--- config.mk ---
export PLATFORM = sky130hd
export DESIGN_NAME = sha256_byte_stream_hasher_core
export DESIGN_NICKNAME = d
export VERILOG_FILES = /design/src/rtl/sha_pkg.sv /design/src/rtl/sha256_byte_stream_hasher_core.sv /design/src/rtl/sha_front.sv /design/src/rtl/sha_cmd_queue.sv /design/src/rtl/sha_out_queue.sv /design/src/rtl/sha_back.sv
export VERILOG_INCLUDE_DIRS = /design/src /design/src/rtl
export SDC_FILE = /design/constraint.sdc
export NUM_CORES = 2
export LEC_CHECK = 0
export BUFFER_PORTS_ARGS = -buffer_cell sky130_fd_sc_hd__clkbuf_2
export CAP_MARGIN = 5
export CORE_ASPECT_RATIO = 1.1
export CORE_MARGIN = 1.5
export CORE_UTILIZATION = 44
export DETAILED_ROUTE_END_ITERATION = 8
export MAX_ROUTING_LAYER = met4
export SYNTH_ARGS = -nofsm -noshare
export SYNTH_HDL_FRONTEND = slang
export SYNTH_SLANG_ARGS = --single-unit
--- constraint.sdc ---
create_clock -name clk_i -period 46.6 [get_ports clk_i]
set_input_delay 4.66 -clock clk_i [delete_from_list [all_inputs] [get_ports clk_i]]
set_output_delay 4.66 -clock clk_i [all_outputs]
set_load 0.05 [all_outputs]
--- src/rtl/assert_macros.svh ---
// Assertion helpers for the hasher core.
`ifndef ASSERT_MACROS_SVH
`define ASSERT_MACROS_SVH

`ifndef SYNTHESIS

// Check a property on every rising clock edge outside reset.
`define SHA_ASSERT(name, clk, rst_n, prop) \
  name: assert property (@(posedge clk) disable iff (!rst_n) (prop)) \
    else $error("%m: assertion failed");

// Check that a condition implies a consequence in the same cycle.
`define SHA_ASSERT_IMPL(name, clk, rst_n, ante, cons) \
  name: assert property (@(posedge clk) disable iff (!rst_n) (ante) |-> (cons)) \
    else $error("%m: assertion failed");

`else

`define SHA_ASSERT(name, clk, rst_n, prop)
`define SHA_ASSERT_IMPL(name, clk, rst_n, ante, cons)

`endif

`endif

--- src/rtl/sha_pkg.sv ---
package sha_pkg;

  typedef logic [31:0] word_t;

  // Request codes on the input channel
  localparam logic REQ_APPEND = 1'b0;
  localparam logic REQ_FINISH = 1'b1;

  // Block geometry and padding
  localparam int unsigned ROUNDS       = 64;
  localparam int unsigned DIGEST_WORDS = 8;
  localparam int unsigned LEN_OFFSET   = 56;
  localparam logic [7:0]  PAD_MARK     = 8'h80;
  localparam logic [5:0]  FILL_LAST    = 6'd63;
  localparam logic [5:0]  FILL_PAD_END = 6'(LEN_OFFSET - 1);
  localparam logic [5:0]  ROUND_LAST   = 6'(ROUNDS - 1);
  localparam logic [2:0]  LAST_IDX     = 3'(DIGEST_WORDS - 1);

  // Queue sizes (powers of two)
  localparam int unsigned CMD_DEPTH = 4;
  localparam int unsigned CMD_PTR_W = $clog2(CMD_DEPTH);
  localparam int unsigned CMD_CNT_W = $clog2(CMD_DEPTH + 1);
  localparam int unsigned OUT_DEPTH = 8;
  localparam int unsigned OUT_PTR_W = $clog2(OUT_DEPTH);
  localparam int unsigned OUT_CNT_W = $clog2(OUT_DEPTH + 1);

  typedef enum logic [1:0] {
    CMD_BYTE,
    CMD_FINISH,
    CMD_ERROR
  } cmd_kind_e;

  typedef struct packed {
    cmd_kind_e   kind;
    logic [7:0]  data;
    logic [63:0] bit_len;
  } cmd_t;

  typedef struct packed {
    word_t      digest_word;
    logic [2:0] word_index;
    logic       last_word;
    logic       overflow;
  } result_t;

  typedef enum logic [2:0] {
    BK_IDLE,
    BK_ZERO,
    BK_LEN,
    BK_ROUND,
    BK_FOLD,
    BK_EMIT
  } back_state_e;

  localparam word_t INIT_CHAIN [DIGEST_WORDS] = '{
    32'h6A09E667, 32'hBB67AE85, 32'h3C6EF372, 32'hA54FF53A,
    32'h510E527F, 32'h9B05688C, 32'h1F83D9AB, 32'h5BE0CD19
  };

  localparam word_t ROUND_K [ROUNDS] = '{
    32'h428a2f98, 32'h71374491, 32'hb5c0fbcf, 32'he9b5dba5,
    32'h3956c25b, 32'h59f111f1, 32'h923f82a4, 32'hab1c5ed5,
    32'hd807aa98, 32'h12835b01, 32'h243185be, 32'h550c7dc3,
    32'h72be5d74, 32'h80deb1fe, 32'h9bdc06a7, 32'hc19bf174,
    32'he49b69c1, 32'hefbe4786, 32'h0fc19dc6, 32'h240ca1cc,
    32'h2de92c6f, 32'h4a7484aa, 32'h5cb0a9dc, 32'h76f988da,
    32'h983e5152, 32'ha831c66d, 32'hb00327c8, 32'hbf597fc7,
    32'hc6e00bf3, 32'hd5a79147, 32'h06ca6351, 32'h14292967,
    32'h27b70a85, 32'h2e1b2138, 32'h4d2c6dfc, 32'h53380d13,
    32'h650a7354, 32'h766a0abb, 32'h81c2c92e, 32'h92722c85,
    32'ha2bfe8a1, 32'ha81a664b, 32'hc24b8b70, 32'hc76c51a3,
    32'hd192e819, 32'hd6990624, 32'hf40e3585, 32'h106aa070,
    32'h19a4c116, 32'h1e376c08, 32'h2748774c, 32'h34b0bcb5,
    32'h391c0cb3, 32'h4ed8aa4a, 32'h5b9cca4f, 32'h682e6ff3,
    32'h748f82ee, 32'h78a5636f, 32'h84c87814, 32'h8cc70208,
    32'h90befffa, 32'ha4506ceb, 32'hbef9a3f7, 32'hc67178f2
  };

endpackage

--- src/rtl/sha256_byte_stream_hasher_core.sv ---
// SHA-256 hasher over a byte stream.
// Input channel (push/full): each transfer carries req_type_i and data_byte_i.
//   req_type_i = 0 appends data_byte_i to the message, 1 closes the message.
// Result channel (empty/pop): the head result sits on digest_word_o,
//   word_index_o, last_word_o and overflow_o while empty is low.
// A closed message yields eight words, index 0 first, last_word_o on index 7.
//   If the message reached 2^64 bits it yields one word of zero with
//   overflow_o and last_word_o set.
// Throughput: the compression unit takes one byte per cycle while it is idle,
//   and every 64th byte detours through the round and fold states.
// On a close, padding feeds one byte per cycle up to the block end
//   (9 to 72 bytes, one or two blocks), each padded block runs rounds and fold,
//   then the digest leaves one word per cycle while the result queue has room.
// A 4-entry command queue decouples the input from the compression unit and
//   an 8-entry result queue absorbs the digest; when the receiver stalls the
//   result queue fills, the compression unit waits, and full rises.
// Reset clears both queues, the length and loads the standard initial values.
`include "assert_macros.svh"

module sha256_byte_stream_hasher_core (
  input  logic        clk_i,
  input  logic        rst_ni,
  input  logic        push,
  output logic        full,
  input  logic        req_type_i,
  input  logic [7:0]  data_byte_i,
  output logic        empty,
  input  logic        pop,
  output logic [31:0] digest_word_o,
  output logic [2:0]  word_index_o,
  output logic        last_word_o,
  output logic        overflow_o
);

  sha_pkg::cmd_t    cmd_in, cmd_out;
  sha_pkg::result_t res_in, res_out;
  logic             cmd_push, cmd_full, cmd_valid, cmd_pop;
  logic             res_push, res_full;
  logic             last_shape_ok, err_word_ok;

  assign full = cmd_full;

  sha_front u_front (
    .clk_i        (clk_i),
    .rst_ni       (rst_ni),
    .push_i       (push),
    .req_type_i   (req_type_i),
    .data_byte_i  (data_byte_i),
    .queue_full_i (cmd_full),
    .cmd_push_o   (cmd_push),
    .cmd_o        (cmd_in)
  );

  sha_cmd_queue u_cmd_queue (
    .clk_i   (clk_i),
    .rst_ni  (rst_ni),
    .push_i  (cmd_push),
    .data_i  (cmd_in),
    .full_o  (cmd_full),
    .pop_i   (cmd_pop),
    .valid_o (cmd_valid),
    .data_o  (cmd_out)
  );

  sha_back u_back (
    .clk_i       (clk_i),
    .rst_ni      (rst_ni),
    .cmd_valid_i (cmd_valid),
    .cmd_i       (cmd_out),
    .cmd_pop_o   (cmd_pop),
    .res_full_i  (res_full),
    .res_push_o  (res_push),
    .res_o       (res_in)
  );

  sha_out_queue u_out_queue (
    .clk_i   (clk_i),
    .rst_ni  (rst_ni),
    .push_i  (res_push),
    .data_i  (res_in),
    .full_o  (res_full),
    .pop_i   (pop),
    .empty_o (empty),
    .data_o  (res_out)
  );

  assign digest_word_o = res_out.digest_word;
  assign word_index_o  = res_out.word_index;
  assign last_word_o   = res_out.last_word;
  assign overflow_o    = res_out.overflow;

  // Legal shapes of the final word and of the error word
  assign last_shape_ok = (word_index_o == sha_pkg::LAST_IDX && !overflow_o) ||
                         (word_index_o == 3'd0 && overflow_o);
  assign err_word_ok   = (digest_word_o == 32'd0) && last_word_o;

  `SHA_ASSERT_IMPL(a_cmd_no_overrun, clk_i, rst_ni, cmd_push, !cmd_full)
  `SHA_ASSERT_IMPL(a_res_no_overrun, clk_i, rst_ni, res_push, !res_full)
  `SHA_ASSERT_IMPL(a_last_word_shape, clk_i, rst_ni, !empty && last_word_o, last_shape_ok)
  `SHA_ASSERT_IMPL(a_error_word_zero, clk_i, rst_ni, !empty && overflow_o, err_word_ok)

endmodule

--- src/rtl/sha_front.sv ---
module sha_front (
  input  logic          clk_i,
  input  logic          rst_ni,
  input  logic          push_i,
  input  logic          req_type_i,
  input  logic [7:0]    data_byte_i,
  input  logic          queue_full_i,
  output logic          cmd_push_o,
  output sha_pkg::cmd_t cmd_o
);

  logic [60:0] byte_cnt_q, byte_cnt_d;
  logic        ovf_q, ovf_d;
  logic [60:0] cnt_inc;
  logic        cnt_carry;
  logic        accept;

  assign accept = push_i & ~queue_full_i;
  assign {cnt_carry, cnt_inc} = {1'b0, byte_cnt_q} + 62'd1;

  // Classify each transfer and track the message length
  always_comb begin
    byte_cnt_d     = byte_cnt_q;
    ovf_d          = ovf_q;
    cmd_push_o     = 1'b0;
    cmd_o.kind     = sha_pkg::CMD_BYTE;
    cmd_o.data     = data_byte_i;
    cmd_o.bit_len  = {byte_cnt_q, 3'b000};
    if (accept) begin
      if (req_type_i == sha_pkg::REQ_FINISH) begin
        cmd_push_o = 1'b1;
        cmd_o.kind = ovf_q ? sha_pkg::CMD_ERROR : sha_pkg::CMD_FINISH;
        byte_cnt_d = '0;
        ovf_d      = 1'b0;
      end else if (!ovf_q) begin
        byte_cnt_d = cnt_inc;
        // drop the byte that wraps the length; the message is already lost
        if (cnt_carry) begin
          ovf_d = 1'b1;
        end else begin
          cmd_push_o = 1'b1;
        end
      end
    end
  end

  always_ff @(posedge clk_i or negedge rst_ni) begin
    if (!rst_ni) begin
      byte_cnt_q <= '0;
      ovf_q      <= 1'b0;
    end else begin
      byte_cnt_q <= byte_cnt_d;
      ovf_q      <= ovf_d;
    end
  end

endmodule

--- src/rtl/sha_cmd_queue.sv ---
module sha_cmd_queue (
  input  logic          clk_i,
  input  logic          rst_ni,
  input  logic          push_i,
  input  sha_pkg::cmd_t data_i,
  output logic          full_o,
  input  logic          pop_i,
  output logic          valid_o,
  output sha_pkg::cmd_t data_o
);

  sha_pkg::cmd_t                     mem_q [sha_pkg::CMD_DEPTH];
  logic [sha_pkg::CMD_PTR_W-1:0]     wr_q, rd_q;
  logic [sha_pkg::CMD_CNT_W-1:0]     cnt_q;
  logic                              wr_en, rd_en;

  assign full_o  = (cnt_q == sha_pkg::CMD_CNT_W'(sha_pkg::CMD_DEPTH));
  assign valid_o = (cnt_q != '0);
  assign wr_en   = push_i & ~full_o;
  assign rd_en   = pop_i & valid_o;
  assign data_o  = mem_q[rd_q];

  // Store entries
  always_ff @(posedge clk_i) begin
    if (wr_en) begin
      mem_q[wr_q] <= data_i;
    end
  end

  // Advance pointers and occupancy
  always_ff @(posedge clk_i or negedge rst_ni) begin
    if (!rst_ni) begin
      wr_q  <= '0;
      rd_q  <= '0;
      cnt_q <= '0;
    end else begin
      if (wr_en) begin
        wr_q <= wr_q + 1'b1;
      end
      if (rd_en) begin
        rd_q <= rd_q + 1'b1;
      end
      case ({wr_en, rd_en})
        2'b10:   cnt_q <= cnt_q + 1'b1;
        2'b01:   cnt_q <= cnt_q - 1'b1;
        default: cnt_q <= cnt_q;
      endcase
    end
  end

endmodule

--- src/rtl/sha_out_queue.sv ---
module sha_out_queue (
  input  logic             clk_i,
  input  logic             rst_ni,
  input  logic             push_i,
  input  sha_pkg::result_t data_i,
  output logic             full_o,
  input  logic             pop_i,
  output logic             empty_o,
  output sha_pkg::result_t data_o
);

  sha_pkg::result_t              mem_q [sha_pkg::OUT_DEPTH];
  logic [sha_pkg::OUT_PTR_W-1:0] wr_q, rd_q;
  logic [sha_pkg::OUT_CNT_W-1:0] cnt_q;
  logic                          wr_en, rd_en;

  assign full_o  = (cnt_q == sha_pkg::OUT_CNT_W'(sha_pkg::OUT_DEPTH));
  assign empty_o = (cnt_q == '0);
  assign wr_en   = push_i & ~full_o;
  assign rd_en   = pop_i & ~empty_o;
  assign data_o  = mem_q[rd_q];

  // Store results
  always_ff @(posedge clk_i) begin
    if (wr_en) begin
      mem_q[wr_q] <= data_i;
    end
  end

  // Advance pointers and occupancy
  always_ff @(posedge clk_i or negedge rst_ni) begin
    if (!rst_ni) begin
      wr_q  <= '0;
      rd_q  <= '0;
      cnt_q <= '0;
    end else begin
      if (wr_en) begin
        wr_q <= wr_q + 1'b1;
      end
      if (rd_en) begin
        rd_q <= rd_q + 1'b1;
      end
      case ({wr_en, rd_en})
        2'b10:   cnt_q <= cnt_q + 1'b1;
        2'b01:   cnt_q <= cnt_q - 1'b1;
        default: cnt_q <= cnt_q;
      endcase
    end
  end

endmodule

--- src/rtl/sha_back.sv ---
module sha_back (
  input  logic             clk_i,
  input  logic             rst_ni,
  input  logic             cmd_valid_i,
  input  sha_pkg::cmd_t    cmd_i,
  output logic             cmd_pop_o,
  input  logic             res_full_i,
  output logic             res_push_o,
  output sha_pkg::result_t res_o
);

  sha_pkg::back_state_e state_q, state_d, resume_q, resume_d, after_ins, pad_next;
  logic [5:0]           fill_q, fill_d;
  logic [23:0]          acc_q, acc_d;
  sha_pkg::word_t       w_q [16];
  sha_pkg::word_t       w_d [16];
  sha_pkg::word_t       v_q [8];
  sha_pkg::word_t       v_d [8];
  sha_pkg::word_t       chain_q [sha_pkg::DIGEST_WORDS];
  sha_pkg::word_t       chain_d [sha_pkg::DIGEST_WORDS];
  logic [5:0]           round_q, round_d;
  logic [63:0]          len_q, len_d;
  logic [2:0]           idx_q, idx_d;

  logic                 ins_en;
  logic [7:0]           ins_byte;
  logic                 len_load, len_shift, round_en, fold_en, emit_adv, chain_clear;
  sha_pkg::word_t       t1, t2, w_new;

  function automatic sha_pkg::word_t big_s0(input sha_pkg::word_t x);
    return {x[1:0], x[31:2]} ^ {x[12:0], x[31:13]} ^ {x[21:0], x[31:22]};
  endfunction

  function automatic sha_pkg::word_t big_s1(input sha_pkg::word_t x);
    return {x[5:0], x[31:6]} ^ {x[10:0], x[31:11]} ^ {x[24:0], x[31:25]};
  endfunction

  function automatic sha_pkg::word_t small_s0(input sha_pkg::word_t x);
    return {x[6:0], x[31:7]} ^ {x[17:0], x[31:18]} ^ {3'b000, x[31:3]};
  endfunction

  function automatic sha_pkg::word_t small_s1(input sha_pkg::word_t x);
    return {x[16:0], x[31:17]} ^ {x[18:0], x[31:19]} ^ {10'd0, x[31:10]};
  endfunction

  assign pad_next = (fill_q == sha_pkg::FILL_PAD_END) ? sha_pkg::BK_LEN : sha_pkg::BK_ZERO;

  // Next state; a byte that completes the block detours through the rounds
  always_comb begin
    state_d   = state_q;
    resume_d  = resume_q;
    after_ins = state_q;
    unique case (state_q)
      sha_pkg::BK_IDLE: begin
        if (cmd_valid_i && cmd_i.kind == sha_pkg::CMD_FINISH) begin
          after_ins = pad_next;
        end else begin
          after_ins = sha_pkg::BK_IDLE;
        end
      end
      sha_pkg::BK_ZERO: begin
        after_ins = pad_next;
      end
      sha_pkg::BK_LEN: begin
        after_ins = (idx_q == sha_pkg::LAST_IDX) ? sha_pkg::BK_EMIT : sha_pkg::BK_LEN;
      end
      sha_pkg::BK_ROUND: begin
        if (round_q == sha_pkg::ROUND_LAST) begin
          state_d = sha_pkg::BK_FOLD;
        end
      end
      sha_pkg::BK_FOLD: begin
        state_d = resume_q;
      end
      sha_pkg::BK_EMIT: begin
        if (!res_full_i && idx_q == sha_pkg::LAST_IDX) begin
          state_d = sha_pkg::BK_IDLE;
        end
      end
      default: begin
        state_d = sha_pkg::BK_IDLE;
      end
    endcase
    if (ins_en) begin
      if (fill_q == sha_pkg::FILL_LAST) begin
        state_d  = sha_pkg::BK_ROUND;
        resume_d = after_ins;
      end else begin
        state_d = after_ins;
      end
    end
  end

  // Control outputs per state
  always_comb begin
    cmd_pop_o   = 1'b0;
    res_push_o  = 1'b0;
    res_o       = '0;
    ins_en      = 1'b0;
    ins_byte    = '0;
    len_load    = 1'b0;
    len_shift   = 1'b0;
    round_en    = 1'b0;
    fold_en     = 1'b0;
    emit_adv    = 1'b0;
    chain_clear = 1'b0;
    unique case (state_q)
      sha_pkg::BK_IDLE: begin
        if (cmd_valid_i) begin
          unique case (cmd_i.kind)
            sha_pkg::CMD_BYTE: begin
              cmd_pop_o = 1'b1;
              ins_en    = 1'b1;
              ins_byte  = cmd_i.data;
            end
            sha_pkg::CMD_FINISH: begin
              cmd_pop_o = 1'b1;
              ins_en    = 1'b1;
              ins_byte  = sha_pkg::PAD_MARK;
              len_load  = 1'b1;
            end
            sha_pkg::CMD_ERROR: begin
              if (!res_full_i) begin
                cmd_pop_o       = 1'b1;
                res_push_o      = 1'b1;
                res_o.last_word = 1'b1;
                res_o.overflow  = 1'b1;
                chain_clear     = 1'b1;
              end
            end
            default: begin
              cmd_pop_o = 1'b1;
            end
          endcase
        end
      end
      sha_pkg::BK_ZERO: begin
        ins_en = 1'b1;
      end
      sha_pkg::BK_LEN: begin
        ins_en    = 1'b1;
        ins_byte  = len_q[63:56];
        len_shift = 1'b1;
      end
      sha_pkg::BK_ROUND: begin
        round_en = 1'b1;
      end
      sha_pkg::BK_FOLD: begin
        fold_en = 1'b1;
      end
      sha_pkg::BK_EMIT: begin
        if (!res_full_i) begin
          res_push_o        = 1'b1;
          emit_adv          = 1'b1;
          res_o.digest_word = chain_q[idx_q];
          res_o.word_index  = idx_q;
          res_o.last_word   = (idx_q == sha_pkg::LAST_IDX);
          chain_clear       = (idx_q == sha_pkg::LAST_IDX);
        end
      end
      default: begin
      end
    endcase
  end

  // Round function and schedule extension
  assign t1 = v_q[7] + big_s1(v_q[4]) + ((v_q[4] & v_q[5]) ^ (~v_q[4] & v_q[6]))
            + sha_pkg::ROUND_K[round_q] + w_q[0];
  assign t2 = big_s0(v_q[0]) + ((v_q[0] & v_q[1]) ^ (v_q[0] & v_q[2]) ^ (v_q[1] & v_q[2]));
  assign w_new = small_s1(w_q[14]) + w_q[9] + small_s0(w_q[1]) + w_q[0];

  // Datapath updates
  always_comb begin
    fill_d  = fill_q;
    acc_d   = acc_q;
    w_d     = w_q;
    v_d     = v_q;
    chain_d = chain_q;
    round_d = round_q;
    len_d   = len_q;
    idx_d   = idx_q;

    // pack bytes big-endian and shift whole words into the window
    if (ins_en) begin
      acc_d  = {acc_q[15:0], ins_byte};
      fill_d = fill_q + 1'b1;
      if (fill_q[1:0] == 2'b11) begin
        for (int i = 0; i < 15; i++) begin
          w_d[i] = w_q[i+1];
        end
        w_d[15] = {acc_q, ins_byte};
      end
      if (fill_q == sha_pkg::FILL_LAST) begin
        v_d     = chain_q;
        round_d = '0;
      end
    end

    if (len_load) begin
      len_d = cmd_i.bit_len;
      idx_d = '0;
    end

    // length bytes leave the top; index wraps to zero for the emit phase
    if (len_shift) begin
      len_d = {len_q[55:0], 8'h00};
      idx_d = idx_q + 1'b1;
    end

    if (round_en) begin
      round_d = round_q + 1'b1;
      v_d[0]  = t1 + t2;
      v_d[1]  = v_q[0];
      v_d[2]  = v_q[1];
      v_d[3]  = v_q[2];
      v_d[4]  = v_q[3] + t1;
      v_d[5]  = v_q[4];
      v_d[6]  = v_q[5];
      v_d[7]  = v_q[6];
      for (int i = 0; i < 15; i++) begin
        w_d[i] = w_q[i+1];
      end
      w_d[15] = w_new;
    end

    if (fold_en) begin
      for (int i = 0; i < sha_pkg::DIGEST_WORDS; i++) begin
        chain_d[i] = chain_q[i] + v_q[i];
      end
    end

    if (emit_adv) begin
      idx_d = idx_q + 1'b1;
    end

    if (chain_clear) begin
      chain_d = sha_pkg::INIT_CHAIN;
      fill_d  = '0;
    end
  end

  // Control and chaining registers
  always_ff @(posedge clk_i or negedge rst_ni) begin
    if (!rst_ni) begin
      state_q  <= sha_pkg::BK_IDLE;
      resume_q <= sha_pkg::BK_IDLE;
      fill_q   <= '0;
      round_q  <= '0;
      idx_q    <= '0;
      chain_q  <= sha_pkg::INIT_CHAIN;
    end else begin
      state_q  <= state_d;
      resume_q <= resume_d;
      fill_q   <= fill_d;
      round_q  <= round_d;
      idx_q    <= idx_d;
      chain_q  <= chain_d;
    end
  end

  // Working registers
  always_ff @(posedge clk_i) begin
    acc_q <= acc_d;
    w_q   <= w_d;
    v_q   <= v_d;
    len_q <= len_d;
  end

endmodule

# Word level (Yosys, flattened, before mapping)
# Memories as Yosys holds them, arrays and structs flattened.
# Index checks and enable logic that the tools add are counted.
[totals] register_bits=1212 latch_bits=0 ramBits=580 rom_bits=2048 input_bits=13 out_inout_bits=39 word_cells=235 memories=3
[memory_table] memory="(no name shown)" depth=64 word_bits=32 rd=1 rd_ports_with_merged_regs=0 wr=0 line="sha_back.sv:168" source="+ sha_pkg::ROUND_K[round_q] + w_q[0];"
[memory_table] memory="u_out_queue.mem_q" depth=8 word_bits=37 rd=1 rd_ports_with_merged_regs=0 wr=1 line="sha_out_queue.sv:12" source="sha_pkg::result_t mem_q [sha_pkg::OUT_DEPTH];"
[memory_table] memory="u_cmd_queue.mem_q" depth=4 word_bits=71 rd=1 rd_ports_with_merged_regs=0 wr=1 line="sha_cmd_queue.sv:12" source="sha_pkg::cmd_t mem_q [sha_pkg::CMD_DEPTH];"
[op_classes] addsub=30 mul=0 div=0 n_lt_le_gt_ge=2 eq_ne=22 n_shift=0 muxes=79 n_bitwise=27 n_reduce_logical=24
[op_table] operator="$mux W512" count=3
[op_table] operator="$mux W256" count=5
[op_table] operator="$add A32 B32 Y32" count=18
[op_table] operator="$xor A32 B32 Y32" count=9
[op_table] operator="$and A32 B32 Y32" count=5
[op_table] operator="$mux W32" count=4
[op_table] operator="$mux W64" count=2
[op_table] operator="$mux W61" count=2
[op_table] operator="$bmux W32 S3" count=1
[op_table] operator="$add A61 B1 Y62 const B" count=1
[op_table] operator="$mux W36" count=1
[op_table] operator="$mux W35" count=1
[op_table] operator="$not A32 Y32" count=1
[op_table] operator="$pmux W8 S2" count=2
[op_table] operator="$xor A32 B22 Y32" count=1
[op_table] operator="$xor A32 B29 Y32" count=1
[op_table] operator="$mux W6" count=5
[op_table] operator="$mux W1" count=28
[op_table] operator="$mux W3" count=9
[op_table] operator="$eq A6 B6 Y1 const B" count=3
[op_table] operator="$reduce_bool A2 Y1" count=8
[op_table] operator="$mux W2" count=7
[op_table] operator="$add A3 B1 Y3 const B" count=4
[op_table] operator="$add A6 B1 Y6 const B" count=2
[op_table] operator="other kinds (35)" count=61

# Logic depth before layout (Yosys ltp)
[depth] depth_word=8 mapped_depth=41 ltp_nobuf=40

# Hierarchy
# Synthesis repeated with hierarchy kept, for this count alone.
[hier_totals] cells_unflattened=8144 area_unflattened_um2=97527.3
[by_module_without_submodules] module="sha_back" n_inst=1 cells_per_inst=6823 area_each_um2=71078.2 seq_area_each_um2=32726.4
[by_module_without_submodules] module="sha_out_queue" n_inst=1 cells_per_inst=494 area_each_um2=11743.8 seq_area_each_um2=9138.8
[by_module_without_submodules] module="sha_cmd_queue" n_inst=1 cells_per_inst=424 area_each_um2=11141.9 seq_area_each_um2=9063.7
[by_module_without_submodules] module="sha_front" n_inst=1 cells_per_inst=403 area_each_um2=3563.4 seq_area_each_um2=1551.5

# Least setup slack after synthesis
# OpenSTA, ideal clock, no wires.
[synth_path] kind="register to register" start="register u_cmd_queue.rd_q[0] (netlist name)" end="register u_back.w_q[0] (netlist name) (enable)" setup_ns=0.901 t_arrival_ns=13.695 required_ns=45.699 setup_slack_ns=32.004 path_stages_with_launch=6 n_path_buf=1 period_less_slack_ns=14.596 path_cell_list="dfrtp_1 buf_2 mux4_2 o22ai_1 nand2_1 nand2_1"
[synth_via] elab_chain_cells=8 word_cells_on_any_way=9 cone_classes="1 x eq/ne; 3 x mux; 4 x reduce/logical; 1 x memory"
[synth_lines] element="start, declared" line="sha_cmd_queue.sv:13" source="logic [sha_pkg::CMD_PTR_W-1:0] wr_q, rd_q;"
[synth_lines] element="start signal, assigned" line="sha_cmd_queue.sv:41" source="rd_q <= rd_q + 1'b1;"
[synth_lines] element="$mem_v2 Z4 W71 (*)"
[synth_lines] element="$eq A2 B1 Y1 or $logic_not A2 Y1 (tied branches)" line="sha_back.sv:110" source="unique case (cmd_i.kind)"
[synth_lines] element="$reduce_or A2 Y1 (no source line) (*)"
[synth_lines] element="$mux W1 (*)" line="sha_back.sv:110"
[synth_lines] element="$mux W1 (*)" line="sha_back.sv:109" source="if (cmd_valid_i) begin"
[synth_lines] element="$pmux W1 S2 (*)" line="sha_back.sv:107" source="unique case (state_q)"
[synth_lines] element="via u_back.ins_en" line="sha_back.sv:25" source="logic ins_en;"
[synth_lines] element="$reduce_bool A2 Y1 (no source line) (*)"
[synth_lines] element="$reduce_and A2 Y1 (no source line) (*)"
[synth_lines] element="end signal, assigned" line="sha_back.sv:264" source="w_q <= w_d;"
[synth_lines] element="end, declared" line="sha_back.sv:15" source="sha_pkg::word_t w_q [16];"
# Mark *: on every way through the listed nets, which the timed path passes. The rest lies on a longest branch.
# A chain may end at the register's enable or synchronous reset.

==> results.txt <==
Clock root buffer: clkbuf_16
Primary FF master, synth: edfxtp_1
Setup crit start kind: flip-flop
Gr ovfl total: 0
Critical-path top delay cell: ha_1
Resized Gates After CTS: 0
Cell Count, Final, Fillers Out: 10,740
Layout cells sized above 1: 11.44%
Top cell family by delay on the critical path: compound AO/OA/AOI/OAI gates
Initial antenna violation count: 7
Post-synth ARST share: 19.90%
First-pass GRT wire length: 408.6 mm
Fillers: 18,770
Clock power frac: 29.0%
Internal: 3.467 mW
1st-iter DRT viols: 6,356
Clock Skews: 0.05620 ns
Gr usage total: 26.00%
I/O pin total: 52
Max Freq: 96.43 MHz
Hold Vio Cnt, Final: 0
Yosys warns: 0
Most used cell, CP: fa_1
LEAKAGE: 39.81 nW
Drt via density: 5.844
Hold crit path type: reg -> reg
CTS sink cnt: 1,789
Crit-path max cell delay: 0.75 ns
Crit. End Element: flip-flop
Via Count: 62,790
Max-cap violations: 0
EDFF count, synth: 1,428
Net count after synthesis: 8,352
Final wirelength: 276.3 mm
Setup repair bufs after CTS: 0
Die Y: 489.8 um
Status: finished clean
Peak VDD IR: 0.05017 mV
Post-synthesis sequential area ratio: 54.92%
Nets: 8,319
TritonCTS clock tree: yes
Reg clk slew, reported paths: 0.06 ns
Stages on worst setup path: 37
Most frequent cells after synthesis: 1,428 x edfxtp_1, 973 x nand2_1, 489 x a21oi_1
ANT nets after route: 0
Avg Cell Area, Syn: 12.25 um2
H-tree levels: 4
Hold Buf Count CTS: 0
Routability Congestion: 0.9624
Cell taking the most area after synthesis: edfxtp_1
Synth area leaders: edfxtp_1 45%, dfrtp_1 5.8%, ha_1 5.4%, mux4_2 5.1%, fa_1 4.2%
Number of port buffers: 51
Setup TNS: 0 ns
Post-route DRC: 0
WL/cell: 25.71 um
Ratio of final minimum period to clock period: 22.25%
Vias in the first global route: 61,180
Netlist cell types: 105
Worst reg-to-reg setup slack: 36.23 ns
Crit path buf inv count: 4
Placed Cells incl. Taps: 10,390
Final min period: 10.37 ns
Slew at the pin closest to its max-slew limit: 1.226 ns
Starting Density: 44.29%
Core Area: 214,000 um2
NetSw: 1.822 mW
Synthesized flop and latch total: 1,789
Syn-to-layout area delta: 10.22%
First-pass DRT Iterations: 6
Clock Path Buffers: 3
CP startpoint: u_back.round_q[0]$_DFFE_PN0P_
Cell Area, Synth: 94,790 um2
Critical path fanouts, max: 17
R2r startpoint: u_back.round_q[0]$_DFFE_PN0P_
Final Max Slew Viols: 0
Area fraction of the dominant cell type after synthesis: 45.24%
Slew Limit Headroom: 18.30%
RSZ-0062 raised after global routing: no
FF-to-FF End: u_back.v_q[255]$_DFFE_PP_
Sequential power share: 39.6%
Top-count cell post-synth: edfxtp_1
Detail Placement HPWL: 192.1 mm
DIE AREA: 218,200 um2
R2R cell count: 37
# rows: 178
WS Path Type: reg -> reg
Final number of setup-violating endpoints: 0
Arr. time, crit path: 10.92 ns
Switching Share: 34.45%
Critical Path End: u_back.v_q[255]$_DFFE_PP_
Comb pwr share: 31.3%
Power density cells: 50.62 nW/um2
Total CTS buffers: 188
Total power draw: 5.289 mW
Req. time, crit path: 47.15 ns
Die width: 445.6 um
Syn Inst Count: 7,736
Maximum number of pins on one net before global-route repair: 145
Clk_lat worst skew: 0.88 ns
worst register-to-register path, delay by kind of cell (launching register included):
kind	cells	cell delay, ns
AO/OA/AOI/OAI	17	3.81
XOR/XNOR	3	0.56
adder cells (fa/ha/maj)	7	3.31
buffers and inverters	4	0.56
flip-flops	1	0.35
AND/OR/NAND/NOR	6	1.51
cells in the final DEF (no fill, tap or decap), drive strengths merged, types with 16 or more instances in the layout:
cell type,netlist,final
o311ai,16,16
nand2b,77,77
and3,49,49
mux4,214,214
and2,23,23
bufinv,0,18
a21o,170,170
or3,41,41
inv,317,322
clkinv,3,71
a22o,63,63
a211oi,44,44
maj3,26,26
edfxtp,1428,1428
o21ai,467,467
nor2,382,382
o211ai,30,30
nor3,161,161
o21bai,51,51
dfstp,136,136
mux2i,75,75
mux2,46,46
ha,406,406
a31oi,45,45
fa,197,197
xor2,235,235
nand2,973,973
a21oi,491,491
nor2b,47,47
dfrtp,220,220
a311oi,18,18
o22ai,17,17
nand4,45,45
xnor2,401,401
o31ai,34,34
o21a,47,47
nand3,158,158
clkbuf,292,292
buf,66,86
or2,18,18
worst min path at each step:
stage	from	to	slack, ns	cells after the start
final	u_back.w_q[146]$_DFFE_PP_	u_back.w_q[178]$_DFFE_PP_	0.41	0
after global routing	u_back.w_q[333]$_DFFE_PP_	u_back.w_q[365]$_DFFE_PP_	0.41	0
after CTS	u_back.w_q[333]$_DFFE_PP_	u_back.w_q[365]$_DFFE_PP_	0.41	0
after detailed placement	u_back.w_q[93]$_DFFE_PP_	u_back.w_q[125]$_DFFE_PP_	0.40	0
after global placement	u_back.w_q[228]$_DFFE_PP_	u_back.w_q[260]$_DFFE_PP_	0.40	0
after floorplan	u_back.w_q[68]$_DFFE_PP_	u_back.w_q[100]$_DFFE_PP_	0.40	0
per-layer routing:
| metal | share of wire, % | GRT usage, % |
|---|---|---|
| met5 | 0 | - |
| met4 | 4.2 | 10.21 |
| met3 | 6.4 | 3.599 |
| met2 | 45 | 38.85 |
| met1 | 44 | 36.04 |
kinds of logic (layout without fill, tap and decap cells):
group,count (synthesis),after routing,share of synthesized area (%)
and+or+nand+nor,2035,2035,9.564
DFF,1789,1789,54.92
AOI/OAI and AO/OA,1633,1633,10.71
buffers and inverters,679,804,2.714
xor gates and xnor gates,636,636,5.876
adders and majority gates,629,629,9.794
muxes,335,335,6.423
other,0,3,0
through the flow:
step	utilization (%)	setup WS, ns	instance area, um2	hold WS (ns)
6_report	48.82	36.23	104500	0.4086
5_1_grt	48.82	35.77	104500	0.4143
3_3_place_gp	45.86	36.39	98160	0.4002
4_1_cts	48.82	36.36	104500	0.4128
3_5_place_dp	45.86	36.45	98160	0.4045
2_1_floorplan	-	32.00	94790	0.4003
sequential cells by signal, indices dropped and copies added (netlist names), 4 cells and up:
signal              cells
u_back.acc_q           24
u_back.chain_q        256
u_back.fill_q           6
u_back.len_q           61
u_back.round_q          6
u_back.v_q            256
u_back.w_q            512
u_cmd_queue.mem_q     284
u_front.byte_cnt_q     61
u_out_queue.cnt_q       4
u_out_queue.mem_q     296
area by class of cell:
type                    count  area [um2]  share of cell area (%)
flip-flops and latches   1789       52090                   49.86
inverters                 320        1211                   1.159
repair buffers            136       940.9                  0.9005
multi-input cells        5268       40310                   38.58
clock inverters           106        1202                   1.151
diodes                      3       7.507                0.007185
clock buffers             242        5119                   4.899
well taps                2880        3603                   3.449
power by group through the flow:
stage,clock (mW),sequential (mW),combinational [mW]
global route,1.62,2.12,1.80
finish,1.53,2.10,1.66
global placement,0,2.12,1.64
floorplan,0,2.12,1.17
CTS,1.56,2.10,1.66
detailed placement,0,2.13,1.65
Note: power is estimated with default switching activity, not from simulation.
